`src/sv/ghalloc_pkg.sv`:
```
package ghalloc_pkg;

  localparam int ENTRIES  = 1024;
  localparam int IDX_W    = 10;
  localparam int CYC_W    = 16;
  localparam int TABLES   = 64;
  localparam int TAB_W    = 7;
  localparam int CNT_W    = 11;
  localparam int IN_W     = 40;
  localparam int OUT_W    = 120;

  localparam logic [1:0] OP_ALLOC  = 2'd0;
  localparam logic [1:0] OP_FREE   = 2'd1;
  localparam logic [1:0] OP_QUERY  = 2'd2;
  localparam logic [1:0] OP_ATTACH = 2'd3;

  localparam logic [2:0] ST_OK         = 3'd0;
  localparam logic [2:0] ST_NOT_ACTIVE = 3'd1;
  localparam logic [2:0] ST_EMPTY      = 3'd2;
  localparam logic [2:0] ST_BAD_TABLE  = 3'd3;
  localparam logic [2:0] ST_BAD_INDEX  = 3'd4;
  localparam logic [2:0] ST_BAD_GEN    = 3'd5;
  localparam logic [2:0] ST_EXHAUSTED  = 3'd6;

  typedef struct packed {
    logic clear;   // clearing pass, one row per cycle
    logic load;    // item accepted, issue reads
    logic commit;  // apply updates and load output register
  } cmd_t;

  typedef struct packed {
    logic clear_last;
    logic out_hold;
  } sts_t;

endpackage

```
`src/sv/ghalloc_ctrl.sv`:
```
module ghalloc_ctrl (
  input  logic               clk,
  input  logic               rst,
  input  logic               s_tvalid,
  output logic               s_tready,
  input  ghalloc_pkg::sts_t  sts,
  output ghalloc_pkg::cmd_t  cmd
);

  localparam logic [1:0] S_CLEAR = 2'd0;
  localparam logic [1:0] S_IDLE  = 2'd1;
  localparam logic [1:0] S_EXEC  = 2'd2;

  logic [1:0] state;
  logic [1:0] state_next;

  assign s_tready   = (state == S_IDLE);
  assign cmd.clear  = (state == S_CLEAR);
  assign cmd.load   = s_tvalid && s_tready;
  assign cmd.commit = (state == S_EXEC) && !sts.out_hold;

  always_comb begin
    state_next = state;
    unique case (state)
      S_CLEAR: if (sts.clear_last) state_next = S_IDLE;
      S_IDLE:  if (cmd.load) state_next = S_EXEC;
      S_EXEC:  if (!sts.out_hold) state_next = S_IDLE;
      default: state_next = S_CLEAR;
    endcase
  end

  always_ff @(posedge clk) begin
    if (rst) begin
      state <= S_CLEAR;
    end else begin
      state <= state_next;
    end
  end

endmodule

```
`config.mk`:
```
export PLATFORM = sky130hd
export DESIGN_NAME = ghalloc_ctrl
export DESIGN_NICKNAME = d
export VERILOG_FILES = /design/src/sv/ghalloc_pkg.sv /design/src/sv/ghalloc_ctrl.sv
export SDC_FILE = /design/constraint.sdc
export NUM_CORES = 1
export LEC_CHECK = 0
export BUFFER_PORTS_ARGS = -buffer_cell sky130_fd_sc_hd__buf_2
export CAP_MARGIN = 30
export CORE_AREA = 4 4 41 43
export CTS_CLUSTER_SIZE = 14
export DETAILED_ROUTE_END_ITERATION = 6
export DIE_AREA = 0 0 45 47
export GPL_TIMING_DRIVEN = 0
export MAX_ROUTING_LAYER = met4
export PLACE_DENSITY = 0.3
export SYNTH_ARGS = -nofsm -noshare
export SYNTH_HDL_FRONTEND = slang
export SYNTH_SLANG_ARGS = --single-unit
```
`constraint.sdc`:
```
create_clock -name clk -period 0.93 [get_ports clk]
set_input_delay 0 -clock clk [delete_from_list [all_inputs] [get_ports clk]]
set_output_delay 0 -clock clk [all_outputs]
set_load 0.01 [all_outputs]
```
==> results_dict.tcl <==
set metrics [dict create \
    met3_length_um 10 \
    max_stage_delay_ns 0.46 \
    clkSinkCount 2 \
    wl_um 351 \
    synth.net_count 17 \
    gp_congestion 0.733 \
    clk_pin_slew_ns 0.03 \
    drv_slew 0 \
    worst_pin_slew_ns 0.226 \
    grt_overflow 0 \
    crit_slowest_cell "or4b_4" \
    switching_share_pct 23.7 \
    insertion_delay_ns 0.22 \
    ir_drop_mv 0.549 \
    final.min_clock_period_ns 0.993 \
    leakage_uw 0.000106 \
    finalPower_uw 360 \
    synth.largest_area_cell "dfxtp_1" \
    violations "setup timing" \
    cp_num_buf_inv 0 \
    syn-cell-area_um2 120 \
    clock-root-buffer "clkbuf_4" \
    relSlewSlack_pct 84.8 \
    core_um2 1300 \
    fmax_ghz 1.01 \
    startpoint_type "flip-flop" \
    first_pass_iters 1 \
    place_area_um2 181 \
    die_w_um 45 \
    stdcell_count 38 \
    track_usage_pct 4.48 \
    diodes 0 \
    arrival_ns 1.11 \
    wl_per_cell_um 9.24 \
    highest_layer "met3" \
    power_frac_clock_pct 52.6 \
    switchingPower_uw 85.3 \
    synth_top_area_share_pct 33.3 \
    grt_pass1_wl_um 586 \
    internal-power_uw 275 \
    grt_pass1_vias 139 \
    initial_utilization_pct 9.23 \
    post_cts_buffers 0 \
    antenna_found_initial 0 \
    stdcell_area_um2 218 \
    hold_viol 0 \
    final_nets 30 \
    first_iter_violations 0 \
    reg_top3 "state: 2 flops" \
    syn_avg_cell_area_um2 10.0 \
    seq_area_frac_synth_pct 33.3 \
    cts_tree "yes" \
    max_cap_viol_count 0 \
    drtAntennaViolNets 0 \
    wl_met2_um 186 \
    rsz0062_at_grt "yes" \
    timing.hold.ws_ns 0.00664 \
    numCtsBuffers 3 \
    critPathTopFamily "simple AND/OR/NAND/NOR gates" \
    yosys-top-cells-area "dfxtp_1 33%, and3b_2 17%, o21ba_2 8.3%" \
    worst_slack_ns -0.0629 \
    dieArea_um2 2120 \
    synth_cell_types 9 \
    num_io_pins 9 \
    fin_crit_sh_pct 107 \
    power.combinational.fraction_pct 17.9 \
    fp-row-count 13 \
    grt_max_degree 9 \
    syn-instance-count 12 \
    yosysWarnings 0 \
    cellPowerDensity_nw_per_um2 1650 \
    drive_gt1_share_pct 87.0 \
    setup_tns_ns -0.0776 \
    status "finished, violations left" \
    port_buffers 8 \
    setup_viol 3 \
    hold_class "input pin to flip-flop" \
    largest_reg_flops 2 \
    h-tree-depth 1 \
    critPathCaptureType "flip-flop" \
    wl_met1_um 153 \
    regMostFlops "state" \
    finClkSkew_ns 0.00379 \
    crit_type "flip-flop to flip-flop" \
    synth-seq-cells 2 \
    drcViolationCount 0 \
    cp.required_ns 1.04 \
    pwr-share-seq_pct 29.5 \
    via_per_inst 3.47 \
    area_growth_pct 81.3 \
    path_cells "or4b_4, o41ai_2" \
    die_y_um 47 \
    num_vias 132 \
    post-place-cells 35 \
    fillers 154 \
    cp_max_fo 7 \
    clockBufferDepth 2 \
]
## synthesized netlist by cell type
| cell type | count |
|---|---|
| and2_2 | 1 |
| and2b_2 | 1 |
| and3b_2 | 2 |
| dfxtp_1 | 2 |
| nor2_1 | 2 |
| nor3b_1 | 1 |
| o21ba_2 | 1 |
| o41ai_1 | 1 |
| or4b_1 | 1 |
## stage by stage
step                      setup slack, ns  util, %
after floorplan                  -0.00391        -
after global placement            -0.0486     13.9
after detailed placement          -0.0506     13.9
after CTS                         -0.0686     16.3
after global routing              -0.0915     16.7
final                             -0.0629     16.7
## cell usage in the layout (no fill, tap or decap)
cell	netlist	final
dfxtp_4	0	1
buf_2	0	8
and2b_2	1	1
dfxtp_2	0	1
clkbuf_4	0	3
and2_2	1	1
nor2_1	2	2
and3b_2	2	2
nor3b_1	1	1
o41ai_2	0	1
or4b_4	0	1
o21ba_2	1	1
## cell type report
cell class / count / area [um^2] / area share (%)
clock buffers: 3 / 22.5 / 10.3
multi-input cells: 10 / 91.3 / 42.0
flip-flops and latches: 2 / 45.0 / 20.7
well taps: 15 / 18.8 / 8.62
repair buffers: 8 / 40.0 / 18.4
## worst paths after layout
path,end,slack [ns],cells past startpoint,start
worst min-delay path,state[0],0.007,2,rst
worst min register to register,state[0],0.48,1,state[0]
worst max-delay path,state[0],-0.06,2,state[0]
worst max register to register,state[0],-0.06,2,state[0]
## power by group through the flow
stage / registers (uW) / clock network, uW / logic, uW
final: 106 / 189 / 64.5
after global routing: 108 / 211 / 68.8
after global placement: 107 / 0 / 59.4
after CTS: 106 / 203 / 62.7
after floorplan: 104 / 0 / 32.7
after detailed placement: 106 / 0 / 59.0
## routing by layer
layer | vias to the layer above | track usage [%]
li1 | 68 | -
met1 | 61 | 4.06
met2 | 3 | 6.21
met3 | 0 | 3.45
met4 | 0 | 3.51
met5 | - | -
## repair_timing
| action | 4_1_cts | 5_1_grt |
|---|---|---|
| resized for setup | 1 | 2 |
| cloned | 0 | 0 |
| endpoints found under the hold margin | 1 | 0 |
| setup endpoints to repair | 3 | 5 |
## cell families (layout without fill, tap and decap cells)
| group | count (synthesis) | after routing | synth area share [%] |
|---|---|---|---|
| buffers and inverters | 0 | 11 | 0 |
| and+or+nand+nor | 8 | 8 | 51.1 |
| AOI/OAI and AO/OA | 2 | 2 | 15.6 |
| DFF | 2 | 2 | 33.3 |
Power figures use the tool's default switching activity.
